`src/hw/rtl/slxfp_pkg.sv`:
```
// shared types and constants for the sync/length/xor frame parser
// no dependencies; imported by the parser top level

package slxfp_pkg;

  // parser phase
  typedef enum logic [2:0] {
    PH_HUNT  = 3'd0,
    PH_SYNC2 = 3'd1,
    PH_CHAN  = 3'd2,
    PH_LENH  = 3'd3,
    PH_LENL  = 3'd4,
    PH_DATA  = 3'd5,
    PH_CHECK = 3'd6
  } phase_t;

  // result kind codes
  typedef enum logic [1:0] {
    KIND_PAYLOAD  = 2'd0,
    KIND_END_GOOD = 2'd1,
    KIND_END_BAD  = 2'd2
  } kind_t;

  // register indexes on the configuration port
  localparam logic [2:0] REG_CMD_START  = 3'd0;
  localparam logic [2:0] REG_REPLY_START = 3'd1;
  localparam logic [2:0] REG_SYNC2      = 3'd2;
  localparam logic [2:0] REG_CTRL_CHAN  = 3'd3;
  localparam logic [2:0] REG_MAX_LEN    = 3'd4;

  // register reset values
  localparam logic [7:0]  CMD_START_RST   = 8'hAA;
  localparam logic [7:0]  REPLY_START_RST = 8'hBB;
  localparam logic [7:0]  SYNC2_RST       = 8'h55;
  localparam logic [7:0]  CTRL_CHAN_RST   = 8'hE0;
  localparam logic [15:0] MAX_LEN_RST     = 16'd256;

  // configuration port widths
  localparam int unsigned ADDR_W = 5;
  localparam int unsigned DATA_W = 32;

  // one result transaction
  typedef struct packed {
    kind_t       result_kind;
    logic [7:0]  payload_byte;
    logic [15:0] payload_index;
    logic [7:0]  channel_id;
    logic [15:0] frame_length;
    logic        is_control;
    logic [31:0] good_frame_count;
  } result_t;

endpackage

```
`src/hw/rtl/slxfp_in_if.sv`:
```
// input byte channel of the frame parser
// plain valid/ready handshake, no dependencies

interface slxfp_in_if;
  logic       valid;
  logic       ready;
  logic [7:0] rx_byte;

  modport source (output valid, output rx_byte, input ready);
  modport sink (input valid, input rx_byte, output ready);
endinterface

```
`src/hw/rtl/slxfp_out_if.sv`:
```
// result channel of the frame parser
// plain valid/ready handshake, no dependencies

interface slxfp_out_if;
  logic        valid;
  logic        ready;
  logic [1:0]  result_kind;
  logic [7:0]  payload_byte;
  logic [15:0] payload_index;
  logic [7:0]  channel_id;
  logic [15:0] frame_length;
  logic        is_control;
  logic [31:0] good_frame_count;

  modport source (
    output valid, output result_kind, output payload_byte, output payload_index,
    output channel_id, output frame_length, output is_control,
    output good_frame_count, input ready
  );
  modport sink (
    input valid, input result_kind, input payload_byte, input payload_index,
    input channel_id, input frame_length, input is_control,
    input good_frame_count, output ready
  );
endinterface

```
`src/hw/rtl/sync_length_xor_frame_parser_top.sv`:
```
// frame parser top level: sync hunt, header, cut-through payload, xor check
// depends on slxfp_pkg, slxfp_in_if and slxfp_out_if
// a result is registered from the byte that causes it, into the result register or the skid entry
// one byte per cycle while the skid entry is empty; the parse state updates once per accepted byte
// a two-entry output buffer (result register plus skid) takes stalls on the result side
// reset (rst, synchronous): hunting, counters and xor cleared, registers to defaults

module sync_length_xor_frame_parser_top
  import slxfp_pkg::*;
(
  input  logic                clk,
  input  logic                rst,
  slxfp_in_if.sink            in_ch,
  slxfp_out_if.source         out_ch,
  input  logic                psel,
  input  logic                penable,
  input  logic                pwrite,
  input  logic [ADDR_W-1:0]   paddr,
  input  logic [DATA_W-1:0]   pwdata,
  output logic [DATA_W-1:0]   prdata,
  output logic                pready
);

  // configuration registers
  logic [7:0]  command_start_byte;
  logic [7:0]  reply_start_byte;
  logic [7:0]  second_sync_byte;
  logic [7:0]  control_channel;
  logic [15:0] max_payload_length;

  // parse state
  phase_t      phase, phase_next;
  logic [7:0]  channel, channel_next;
  logic [15:0] length, length_next;
  logic [7:0]  run_xor, run_xor_next;
  logic [15:0] byte_cnt, byte_cnt_next;
  logic [31:0] good_cnt, good_cnt_next;

  // output buffer
  logic        out_valid;
  result_t     out_res;
  logic        skid_valid;
  result_t     skid_res;

  logic        res_valid;
  result_t     res;
  logic        in_take;
  logic        out_take;
  logic        cfg_wr;
  logic [2:0]  cfg_idx;
  logic [7:0]  b;
  logic [15:0] len_full;
  logic [16:0] cnt_inc;

  assign pready   = 1'b1;
  assign cfg_wr   = psel & penable & pwrite;
  assign cfg_idx  = paddr[4:2];
  assign in_ch.ready = ~skid_valid;
  assign in_take  = in_ch.valid & ~skid_valid;
  assign out_take = out_valid & out_ch.ready;
  assign b        = in_ch.rx_byte;
  assign len_full = {length[15:8], b};
  assign cnt_inc  = {1'b0, byte_cnt} + 17'd1;

  // register writes
  always_ff @(posedge clk) begin
    if (rst) begin
      command_start_byte <= CMD_START_RST;
      reply_start_byte   <= REPLY_START_RST;
      second_sync_byte   <= SYNC2_RST;
      control_channel    <= CTRL_CHAN_RST;
      max_payload_length <= MAX_LEN_RST;
    end else if (cfg_wr) begin
      case (cfg_idx)
        REG_CMD_START:   command_start_byte <= pwdata[7:0];
        REG_REPLY_START: reply_start_byte   <= pwdata[7:0];
        REG_SYNC2:       second_sync_byte   <= pwdata[7:0];
        REG_CTRL_CHAN:   control_channel    <= pwdata[7:0];
        REG_MAX_LEN:     max_payload_length <= pwdata[15:0];
        default:         ;
      endcase
    end
  end

  // register readback
  always_comb begin
    case (cfg_idx)
      REG_CMD_START:   prdata = {24'd0, command_start_byte};
      REG_REPLY_START: prdata = {24'd0, reply_start_byte};
      REG_SYNC2:       prdata = {24'd0, second_sync_byte};
      REG_CTRL_CHAN:   prdata = {24'd0, control_channel};
      REG_MAX_LEN:     prdata = {16'd0, max_payload_length};
      default:         prdata = '0;
    endcase
  end

  // next parse state and result for the byte on the input
  always_comb begin
    phase_next    = phase;
    channel_next  = channel;
    length_next   = length;
    run_xor_next  = run_xor;
    byte_cnt_next = byte_cnt;
    good_cnt_next = good_cnt;
    res_valid     = 1'b0;
    res.result_kind   = KIND_PAYLOAD;
    res.payload_byte  = 8'd0;
    res.payload_index = 16'd0;
    if (in_take) begin
      case (phase)
        PH_HUNT: begin
          if (b == command_start_byte || b == reply_start_byte) phase_next = PH_SYNC2;
        end
        PH_SYNC2: begin
          phase_next = (b == second_sync_byte) ? PH_CHAN : PH_HUNT;
        end
        PH_CHAN: begin
          channel_next = b;
          run_xor_next = b;
          phase_next   = PH_LENH;
        end
        PH_LENH: begin
          length_next  = {b, 8'd0};
          run_xor_next = run_xor ^ b;
          phase_next   = PH_LENL;
        end
        PH_LENL: begin
          length_next   = len_full;
          run_xor_next  = run_xor ^ b;
          byte_cnt_next = 16'd0;
          if (len_full == 16'd0 || len_full > max_payload_length) phase_next = PH_HUNT;
          else phase_next = PH_DATA;
        end
        PH_DATA: begin
          run_xor_next  = run_xor ^ b;
          byte_cnt_next = cnt_inc[15:0];
          if (cnt_inc >= {1'b0, length}) phase_next = PH_CHECK;
          res_valid         = 1'b1;
          res.payload_byte  = b;
          res.payload_index = byte_cnt;
        end
        PH_CHECK: begin
          phase_next = PH_HUNT;
          res_valid  = 1'b1;
          if (b == run_xor) begin
            good_cnt_next   = good_cnt + 32'd1;
            res.result_kind = KIND_END_GOOD;
          end else begin
            res.result_kind = KIND_END_BAD;
          end
        end
        default: begin
          phase_next = PH_HUNT;
        end
      endcase
    end
    res.channel_id       = channel_next;
    res.frame_length     = length_next;
    res.is_control       = (channel_next == control_channel);
    res.good_frame_count = good_cnt_next;
  end

  // parse state registers
  always_ff @(posedge clk) begin
    if (rst) begin
      phase    <= PH_HUNT;
      channel  <= 8'd0;
      length   <= 16'd0;
      run_xor  <= 8'd0;
      byte_cnt <= 16'd0;
      good_cnt <= 32'd0;
    end else begin
      phase    <= phase_next;
      channel  <= channel_next;
      length   <= length_next;
      run_xor  <= run_xor_next;
      byte_cnt <= byte_cnt_next;
      good_cnt <= good_cnt_next;
    end
  end

  // result register with skid entry
  always_ff @(posedge clk) begin
    if (rst) begin
      out_valid  <= 1'b0;
      skid_valid <= 1'b0;
    end else if (skid_valid) begin
      if (out_take) begin
        out_res    <= skid_res;
        skid_valid <= 1'b0;
      end
    end else if (res_valid) begin
      if (!out_valid || out_take) begin
        out_res   <= res;
        out_valid <= 1'b1;
      end else begin
        skid_res   <= res;
        skid_valid <= 1'b1;
      end
    end else if (out_take) begin
      out_valid <= 1'b0;
    end
  end

  // result channel
  assign out_ch.valid            = out_valid;
  assign out_ch.result_kind      = out_res.result_kind;
  assign out_ch.payload_byte     = out_res.payload_byte;
  assign out_ch.payload_index    = out_res.payload_index;
  assign out_ch.channel_id       = out_res.channel_id;
  assign out_ch.frame_length     = out_res.frame_length;
  assign out_ch.is_control       = out_res.is_control;
  assign out_ch.good_frame_count = out_res.good_frame_count;

endmodule

```
`src/flat_wrapper.sv`:
```
// flat-port wrapper written by rule: the top's interface ports become plain ports
module sync_length_xor_frame_parser_top_flat import slxfp_pkg::*;
  (clk, rst, psel, penable, pwrite, paddr, pwdata, prdata, pready, in_ch_valid, in_ch_rx_byte, in_ch_ready, out_ch_valid, out_ch_result_kind, out_ch_payload_byte, out_ch_payload_index, out_ch_channel_id, out_ch_frame_length, out_ch_is_control, out_ch_good_frame_count, out_ch_ready);
  slxfp_in_if in_ch_i ();
  slxfp_out_if out_ch_i ();
  input  logic clk;
  input  logic rst;
  input  logic psel;
  input  logic penable;
  input  logic pwrite;
  input  logic [ADDR_W-1:0] paddr;
  input  logic [DATA_W-1:0] pwdata;
  output logic [DATA_W-1:0] prdata;
  output logic pready;
  input wire logic [$bits(in_ch_i.valid)-1:0] in_ch_valid;
  input wire logic [$bits(in_ch_i.rx_byte)-1:0] in_ch_rx_byte;
  output wire logic [$bits(in_ch_i.ready)-1:0] in_ch_ready;
  output wire logic [$bits(out_ch_i.valid)-1:0] out_ch_valid;
  output wire logic [$bits(out_ch_i.result_kind)-1:0] out_ch_result_kind;
  output wire logic [$bits(out_ch_i.payload_byte)-1:0] out_ch_payload_byte;
  output wire logic [$bits(out_ch_i.payload_index)-1:0] out_ch_payload_index;
  output wire logic [$bits(out_ch_i.channel_id)-1:0] out_ch_channel_id;
  output wire logic [$bits(out_ch_i.frame_length)-1:0] out_ch_frame_length;
  output wire logic [$bits(out_ch_i.is_control)-1:0] out_ch_is_control;
  output wire logic [$bits(out_ch_i.good_frame_count)-1:0] out_ch_good_frame_count;
  input wire logic [$bits(out_ch_i.ready)-1:0] out_ch_ready;
  assign in_ch_i.valid = in_ch_valid;
  assign in_ch_i.rx_byte = in_ch_rx_byte;
  assign in_ch_ready = in_ch_i.ready;
  assign out_ch_valid = out_ch_i.valid;
  assign out_ch_result_kind = out_ch_i.result_kind;
  assign out_ch_payload_byte = out_ch_i.payload_byte;
  assign out_ch_payload_index = out_ch_i.payload_index;
  assign out_ch_channel_id = out_ch_i.channel_id;
  assign out_ch_frame_length = out_ch_i.frame_length;
  assign out_ch_is_control = out_ch_i.is_control;
  assign out_ch_good_frame_count = out_ch_i.good_frame_count;
  assign out_ch_i.ready = out_ch_ready;
  sync_length_xor_frame_parser_top u_core (.clk(clk), .rst(rst), .in_ch(in_ch_i), .out_ch(out_ch_i), .psel(psel), .penable(penable), .pwrite(pwrite), .paddr(paddr), .pwdata(pwdata), .prdata(prdata), .pready(pready));
endmodule
```
`config.mk`:
```
export PLATFORM = sky130hd
export DESIGN_NAME = sync_length_xor_frame_parser_top_flat
export DESIGN_NICKNAME = d
export VERILOG_FILES = /design/src/hw/rtl/slxfp_pkg.sv /design/src/hw/rtl/slxfp_in_if.sv /design/src/hw/rtl/slxfp_out_if.sv /design/src/hw/rtl/sync_length_xor_frame_parser_top.sv /design/src/flat_wrapper.sv
export SDC_FILE = /design/constraint.sdc
export NUM_CORES = 1
export LEC_CHECK = 0
export BUFFER_PORTS_ARGS = -buffer_cell sky130_fd_sc_hd__buf_2
export CAP_MARGIN = 20
export CORE_MARGIN = 2
export CORE_UTILIZATION = 60
export CTS_CLUSTER_DIAMETER = 50
export DETAILED_ROUTE_END_ITERATION = 10
export PLACE_DENSITY = 0.82
export SYNTH_ARGS = -nofsm -noshare
export SYNTH_HDL_FRONTEND = slang
export SYNTH_SLANG_ARGS = --single-unit
```
`constraint.sdc`:
```
create_clock -name clk -period 37.9 [get_ports clk]
set_clock_uncertainty 0.2 [all_clocks]
set_input_delay 7.58 -clock clk [delete_from_list [all_inputs] [get_ports clk]]
set_output_delay 7.58 -clock clk [all_outputs]
set_load 0.005 [all_outputs]
```
==> results.sh, run 1 <==
export IMPL_cts_hold_buf=0
export IMPL_p_leak_nw=6.25
export IMPL_io_buffers=134
export IMPL_synth_async_reset_ratio_pct=0
export IMPL_setup_viol_count_final=0
export IMPL_fillerInstances=1610
export IMPL_ys_top_cells_by_area="edfxtp_1 36%, dfxtp_1 19%, mux2_2 5.2%, and2_1 3.4%, ha_1 3.1%"
export IMPL_gp_congestion=0.903
export IMPL_crit_start="paddr[3]"
export IMPL_cts_tree="done"
export IMPL_setup_tns_ns=0
export IMPL_drtPass1Iterations=5
export IMPL_power_density_nw_per_um2=44.0
export IMPL_stdcell_count=1644
export IMPL_htree_levels=1
export IMPL_cpPeakStageDelay_ns=0.54
export IMPL_finalWorstPathRequiredPeriod_ns=16.86
export IMPL_drc_errors=0
export IMPL_ys_ff_latch=299
export IMPL_ant_nets=0
export IMPL_grt_pass1_vias=9212
export IMPL_grt_pass1_wl_um=47800
export IMPL_synth_edf_count=166
export IMPL_clockBufferDepth=3
export IMPL_required_ns=30.12
export IMPL_diodes=0
export IMPL_synth_seq_area_share_pct=55.7
export IMPL_routed_wl_um=30300
export IMPL_synth_top_area_share_pct=36.3
export IMPL_drv_cap=0
export IMPL_clk_latency_ns=0.55
export IMPL_dieArea_sq_um=24100
export IMPL_hpwl_um=20100
export IMPL_synth_area_sq_um=13700
export IMPL_cp_max_fo=21
export IMPL_hold_violations=0
export IMPL_finish_utilization_pct=69.4
export IMPL_antenna_found_initial=0
export IMPL_ir_worst_vdd_mv=0.0317
export IMPL_drv_slew=0
export IMPL_post_drt_wl_per_cell_um=18.4
export IMPL_core_area_sq_um=22600
export IMPL_start_util_pct=60.8
export IMPL_place_area_sq_um=14500
export IMPL_place_inst=1587
export IMPL_syn_inst=1229
export IMPL_crit_type="primary input to output port"
export IMPL_tightest_slew_ns=1.07
export IMPL_io_pins=170
export IMPL_synthFlopType="edfxtp_1"
export IMPL_hold_path_class="flop to flop"
export IMPL_fmax_mhz=59.3
export IMPL_dieHeight_um=155
export IMPL_cts_buffers=30
export IMPL_ys_types=65
export IMPL_area_growth_pct=14.1
export IMPL_hold_start="u_core.max_payload_length[13]"
export IMPL_cts_root_buf="clkbuf_16"
export IMPL_grt_max_degree=84
export IMPL_cts_clk_slew_worst_paths_ns=0.06
export IMPL_fp_row_count=55
export IMPL_cp_num_buf_inv=2
export IMPL_cts_repair_resize_count=0
export IMPL_status="finished clean"
export IMPL_final_layout_size_suffix_gt1_share_pct=20.9
export IMPL_multi_input_area_sq_um=5540
export IMPL_yosys_warnings=0
export IMPL_final_seq_area_sq_um=7650
export IMPL_viasPerCell=5.79
export IMPL_clock_sinks=299
export IMPL_cts_setup_buffers=0
export IMPL_start_kind="primary input"
export IMPL_syn_area_per_cell_sq_um=11.2
export IMPL_cp_slowest_cell="nor2_1"
export IMPL_period_share_pct=44.5
export IMPL_r2r_start="u_core.byte_cnt[0]"
export IMPL_path_cells="buf_2 > nor2_1 > nand2_1 > nor2_1 > buf_2"
export IMPL_max_slew_margin_pct=28.3
export IMPL_grt_ovfl_total=0
export IMPL_yosys_area_top_type="edfxtp_1"
export IMPL_cp_arrival_ns=9.08
export IMPL_num_nets_final=1421
export IMPL_final_area_sq_um=15700
export IMPL_critical_path_top_delay_family="simple AND/OR/NAND/NOR gates"
export IMPL_cp_end_kind="output port"
export IMPL_grt_usage_pct=24.8
export IMPL_vias=9525
export IMPL_drtIter0Drc=684
export IMPL_die_width_um=155
export IMPL_rsz0062_at_grt="no"
-- kinds of logic (layout without fill, tap and decap cells) --
| family | after synthesis | count (layout) | share of synthesized area (%) |
|---|---|---|---|
| other | 2 | 17 | 0.0547 |
| buffers and inverters | 145 | 260 | 4.58 |
| muxes | 100 | 100 | 7.88 |
| adders and majority gates | 34 | 34 | 3.10 |
| and+or+nand+nor | 379 | 379 | 14.3 |
| xor gates and xnor gates | 82 | 82 | 5.28 |
| AOI/OAI and AO/OA | 188 | 188 | 9.11 |
| DFF | 299 | 299 | 55.7 |
-- Yosys cell counts, types with 5 or more instances --
library cell	instances
nor3_2	7
nand3_1	22
nand2_1	111
buf_4	18
edfxtp_1	166
a21o_1	33
xnor2_1	48
a22oi_1	31
and3_1	8
nor4_1	14
nand4_1	19
and2_1	75
ha_1	34
xor2_1	33
a22o_1	9
clkbuf_1	51
inv_1	58
a21oi_1	35
dfxtp_1	133
nor2b_1	5
o211ai_1	5
nor3_1	16
mux2_2	64
o22ai_1	13
mux2i_1	35
o21ai_0	37
buf_1	9
buf_2	6
nor2_1	79
-- worst min-delay path: stages, from the launching register on --
cell and delay [ns]:
dfxtp_1 0.31, nand2_1 0.05, a21oi_1 0.05
-- flip-flops by register name, indices dropped and copies added (netlist names), 16 cells and up --
name	cells
u_core.out_ch.frame_length	16
u_core.skid_res	83
u_core.length	16
u_core.out_ch.good_frame_count	32
u_core.out_ch.payload_index	16
u_core.good_cnt	32
u_core.max_payload_length	16
u_core.byte_cnt	16
-- layer usage --
layer  vias to the layer above  routed length, um  global-route usage (%)
li1                       4529                  -                       -
met1                      4604              13100                    33.0
met2                       331              14700                    43.0
met3                        61               1740                    3.34
met4                         0                688                    6.86
met5                         -                  0                       0
-- where the power goes --
part | internal [mW] | switching (mW) | total (mW)
clock network | 0.207 | 0.125 | 0.332
registers | 0.339 | 0.000462 | 0.339
logic | 0.00548 | 0.0119 | 0.0174
-- cell type report --
class                           instances  share of cell area [%]
Sequential cell                       299                    48.8
Multi-Input combinational cell        800                    35.4
Clock buffer                           37                    5.42
Timing Repair Buffer                  146                    4.86
Tap cell                              285                    2.28
Clock inverter                         19                    1.84
Inverter                               58                    1.39
-- worst paths after layout --
path / end / slack, ns / depth (start not counted)
worst min-delay path: u_core.max_payload_length[13] / 0.26 / 2
worst max register to register: u_core.phase[1] / 33.97 / 12
worst min register to register: u_core.max_payload_length[13] / 0.26 / 2
worst max-delay path: prdata[9] / 21.04 / 5
-- stage by stage --
stage | power, mW | hold WS [ns] | setup WS (ns)
after floorplan | 0.358 | 0.236 | 20.19
after global placement | 0.363 | 0.244 | 21.03
after detailed placement | 0.364 | 0.248 | 21.06
after CTS | 0.692 | 0.257 | 21.06
after global routing | 0.707 | 0.288 | 20.88
final | 0.689 | 0.255 | 21.04
-- placed cells by master (no fill, tap or decap), types with 14 or more instances in the layout --
cell type  synthesis  routed
edfxtp_1         166     166
buf_2              6     134
dfxtp_1          133     133
nand2_1          111     111
nor2_1            79      79
and2_1            75      75
mux2_2            64      64
inv_1             58      57
xnor2_1           48      48
o21ai_0           37      37
mux2i_1           35      35
a21oi_1           35      35
ha_1              34      34
xor2_1            33      33
a21o_1            33      33
clkbuf_16          0      32
a22oi_1           31      31
nand3_1           22      22
nand4_1           19      19
conb_1             2      17
nor3_1            16      16
nor4_1            14      14
(Power assumes the default switching activity.)
==> inputs of run 2 (changes only) <==
ABC_AREA = 1   (was not set)
CORE_UTILIZATION = 58   (was 60)
PLACE_DENSITY = 0.8   (was 0.82)
clock period = 16.7 ns   (was 37.9 ns; I/O delays follow)
==> run 2 against run 1 <==
  * Non-clock buffer count is 6 lower
  * Sequential power grew 140%
  * Wire length grew 8.1%
==> results.sh, run 2 <==
export IMPL_totalPowerFinal_mw=1.77
export IMPL_setup_viol_count_final=0
export IMPL_vias=11000
export IMPL_hold_path_class="flop to flop"
export IMPL_final_seq_area_sq_um=7650
export IMPL_yosys_area_top_type="edfxtp_1"
export IMPL_diodes=0
export IMPL_path_cells="buf_2 > nor2_1 > nand2_1 > o22ai_1 > a221oi_1 > o21ai_0 > buf_2"
export IMPL_final_common_cell="nand2_1"
export IMPL_yosys_warnings=0
export IMPL_multi_input_area_sq_um=5240
export IMPL_grt_pass1_wl_um=53200
export IMPL_cts_clk_slew_worst_paths_ns=0.06
export IMPL_max_slew_margin_pct=34.1
export IMPL_tightest_slew_ns=0.986
export IMPL_viasPerCell=5.36
export IMPL_syn_area_per_cell_sq_um=8.77
export IMPL_cpPeakStageDelay_ns=0.38
export IMPL_synthFlopType="edfxtp_1"
export IMPL_synth_most_common_cell="nand2_1"
export IMPL_io_buffers=134
export IMPL_cp_arrival_ns=4.69
export IMPL_dieHeight_um=159
export IMPL_final_cell_mix="348 x nand2_1, 209 x inv_1, 166 x edfxtp_1"
export IMPL_post_drt_wl_per_cell_um=15.9
export IMPL_power_density_nw_per_um2=111
export IMPL_finalWorstPathRequiredPeriod_ns=8.23
export IMPL_ir_worst_vdd_mv=0.0735
export IMPL_cts_hold_buf=0
export IMPL_drc_errors=0
export IMPL_p_leak_nw=6.31
export IMPL_final_area_sq_um=15900
export IMPL_crit_type="primary input to output port"
export IMPL_routed_wl_um=32700
export IMPL_cts_repair_resize_count=0
export IMPL_synth_area_sq_um=14000
export IMPL_synth_top_area_share_pct=35.6
export IMPL_synth_seq_area_share_pct=54.7
export IMPL_hold_violations=0
export IMPL_dpl_worst_slack_ns=8.35
export IMPL_max_flop_register="u_core.skid_res"
export IMPL_antenna_found_initial=0
export IMPL_finish_utilization_pct=67.7
export IMPL_final_layout_size_suffix_gt1_share_pct=13.4
export IMPL_grtUsageMet2_pct=42.5
export IMPL_gp_congestion=0.920
export IMPL_start_kind="primary input"
export IMPL_cts_tree="done"
export IMPL_ant_nets=0
export IMPL_place_inst=1997
export IMPL_grt_usage_pct=25.9
export IMPL_drtPass1Iterations=5
export IMPL_synth_common_cells="348 x nand2_1, 210 x inv_1, 166 x edfxtp_1, 166 x nor2_1, 133 x dfxtp_1"
export IMPL_grt_max_degree=86
export IMPL_grt_ovfl_total=0
export IMPL_synth_async_reset_ratio_pct=0
export IMPL_grt_pass1_vias=10500
export IMPL_crit_top_cell="buf_2"
export IMPL_met1_usage_pct=35.5
export IMPL_syn_inst=1596
export IMPL_place_area_sq_um=14800
export IMPL_drv_slew=0
export IMPL_fmax_mhz=121
export IMPL_num_nets_final=1801
export IMPL_cts_setup_buffers=0
export IMPL_cts_buffers=34
export IMPL_rsz0062_at_grt="no"
export IMPL_stdcell_count=2059
export IMPL_cp_end_kind="output port"
export IMPL_ys_top_cells_by_area="edfxtp_1 36%, dfxtp_1 19%, nand2_1 9.3%, inv_1 5.6%, o21ai_0 4.5%"
export IMPL_hold_ws_ns=0.288
export IMPL_core_area_sq_um=23500
export IMPL_fp_row_count=56
export IMPL_grt_busiest_layer="met2"
export IMPL_cp_slowest_cell="nand2_1"
export IMPL_hpwl_um=22800
export IMPL_die_width_um=159
export IMPL_drv_cap=0
export IMPL_ys_ff_latch=299
export IMPL_met3_usage_pct=3.91
export IMPL_start_util_pct=59.4
export IMPL_cts_root_buf="clkbuf_16"
export IMPL_io_pins=170
export IMPL_largest_reg_flops=83
export IMPL_final_setup_worst_slack_ns=8.47
export IMPL_synth_edf_count=166
export IMPL_critical_path_top_delay_family="simple AND/OR/NAND/NOR gates"
export IMPL_period_share_pct=49.3
export IMPL_clock_sinks=299
export IMPL_status="finished clean"
export IMPL_dieArea_sq_um=25400
export IMPL_required_ns=13.16
export IMPL_ys_types=47
export IMPL_setup_tns_ns=0
export IMPL_fillerInstances=1899
export IMPL_clk_latency_ns=0.51
export IMPL_drtIter0Drc=843
export IMPL_clockBufferDepth=3
export IMPL_cp_max_fo=16
export IMPL_htree_levels=2
export IMPL_cp_num_buf_inv=2
export IMPL_area_growth_pct=13.9
[run 2: cell count changes in the layout (fill, tap and decap cells not counted), moves of 35 or more]
cell / before / now
nand2_1: 111 / 348
inv_1: 57 / 209
o21ai_0: 37 / 127
nor2_1: 79 / 165
and2_1: 75 / 1
mux2_2: 64 / 0
a21oi_1: 35 / 71
xnor2_1: 48 / 12
mux2i_1: 35 / 0
[run 2: metal layers]
layer,part of all wire (%),wire (um)
met4,2.9,954
met1,44,14300
met3,7.1,2320
met5,0,0
met2,46,15100
[run 2: where the power goes]
| part | leakage, nW | total [mW] | switching [mW] | internal, mW |
|---|---|---|---|---|
| Sequential | 2.45 | 0.825 | 0.0200 | 0.805 |
| Clock | 0.540 | 0.730 | 0.298 | 0.433 |
| Combinational | 3.32 | 0.212 | 0.143 | 0.0694 |
[run 2: worst min-delay path, stage by stage, from the launching register on]
cell,delay [ns]
dfxtp_1,0.32
nand2_1,0.06
a21oi_1,0.06
[run 2: final cells by class]
cell class	instances	area share, %
Tap cell	319	2.51
Timing Repair Buffer	140	4.48
Inverter	219	5.18
Clock inverter	18	1.04
Sequential cell	299	48.0
Clock buffer	43	5.87
Multi-Input combinational cell	1021	32.9
[run 2: final timing paths]
path                      startpoint                  end  slack [ns]  cells after the start
setup reg to reg     u_core.phase[2]  u_core.skid_res[44]       12.65                      9
hold reg to reg   u_core.byte_cnt[3]   u_core.byte_cnt[3]        0.29                      2
setup / recovery            paddr[3]            prdata[4]        8.47                      7
hold / removal    u_core.byte_cnt[3]   u_core.byte_cnt[3]        0.29                      2
[run 2: logic make-up (layout without fill, tap and decap cells)]
family          count (synthesis)  after routing  share of synthesized area (%)
other cells                     2             17                         0.0537
fa+ha+maj                      34             34                           3.04
xor+xnor                       60             60                           3.81
flops                         299            299                           54.7
buf+inv                       291            420                           8.45
compound gates                266            266                           10.4
simple gates                  644            644                           19.6
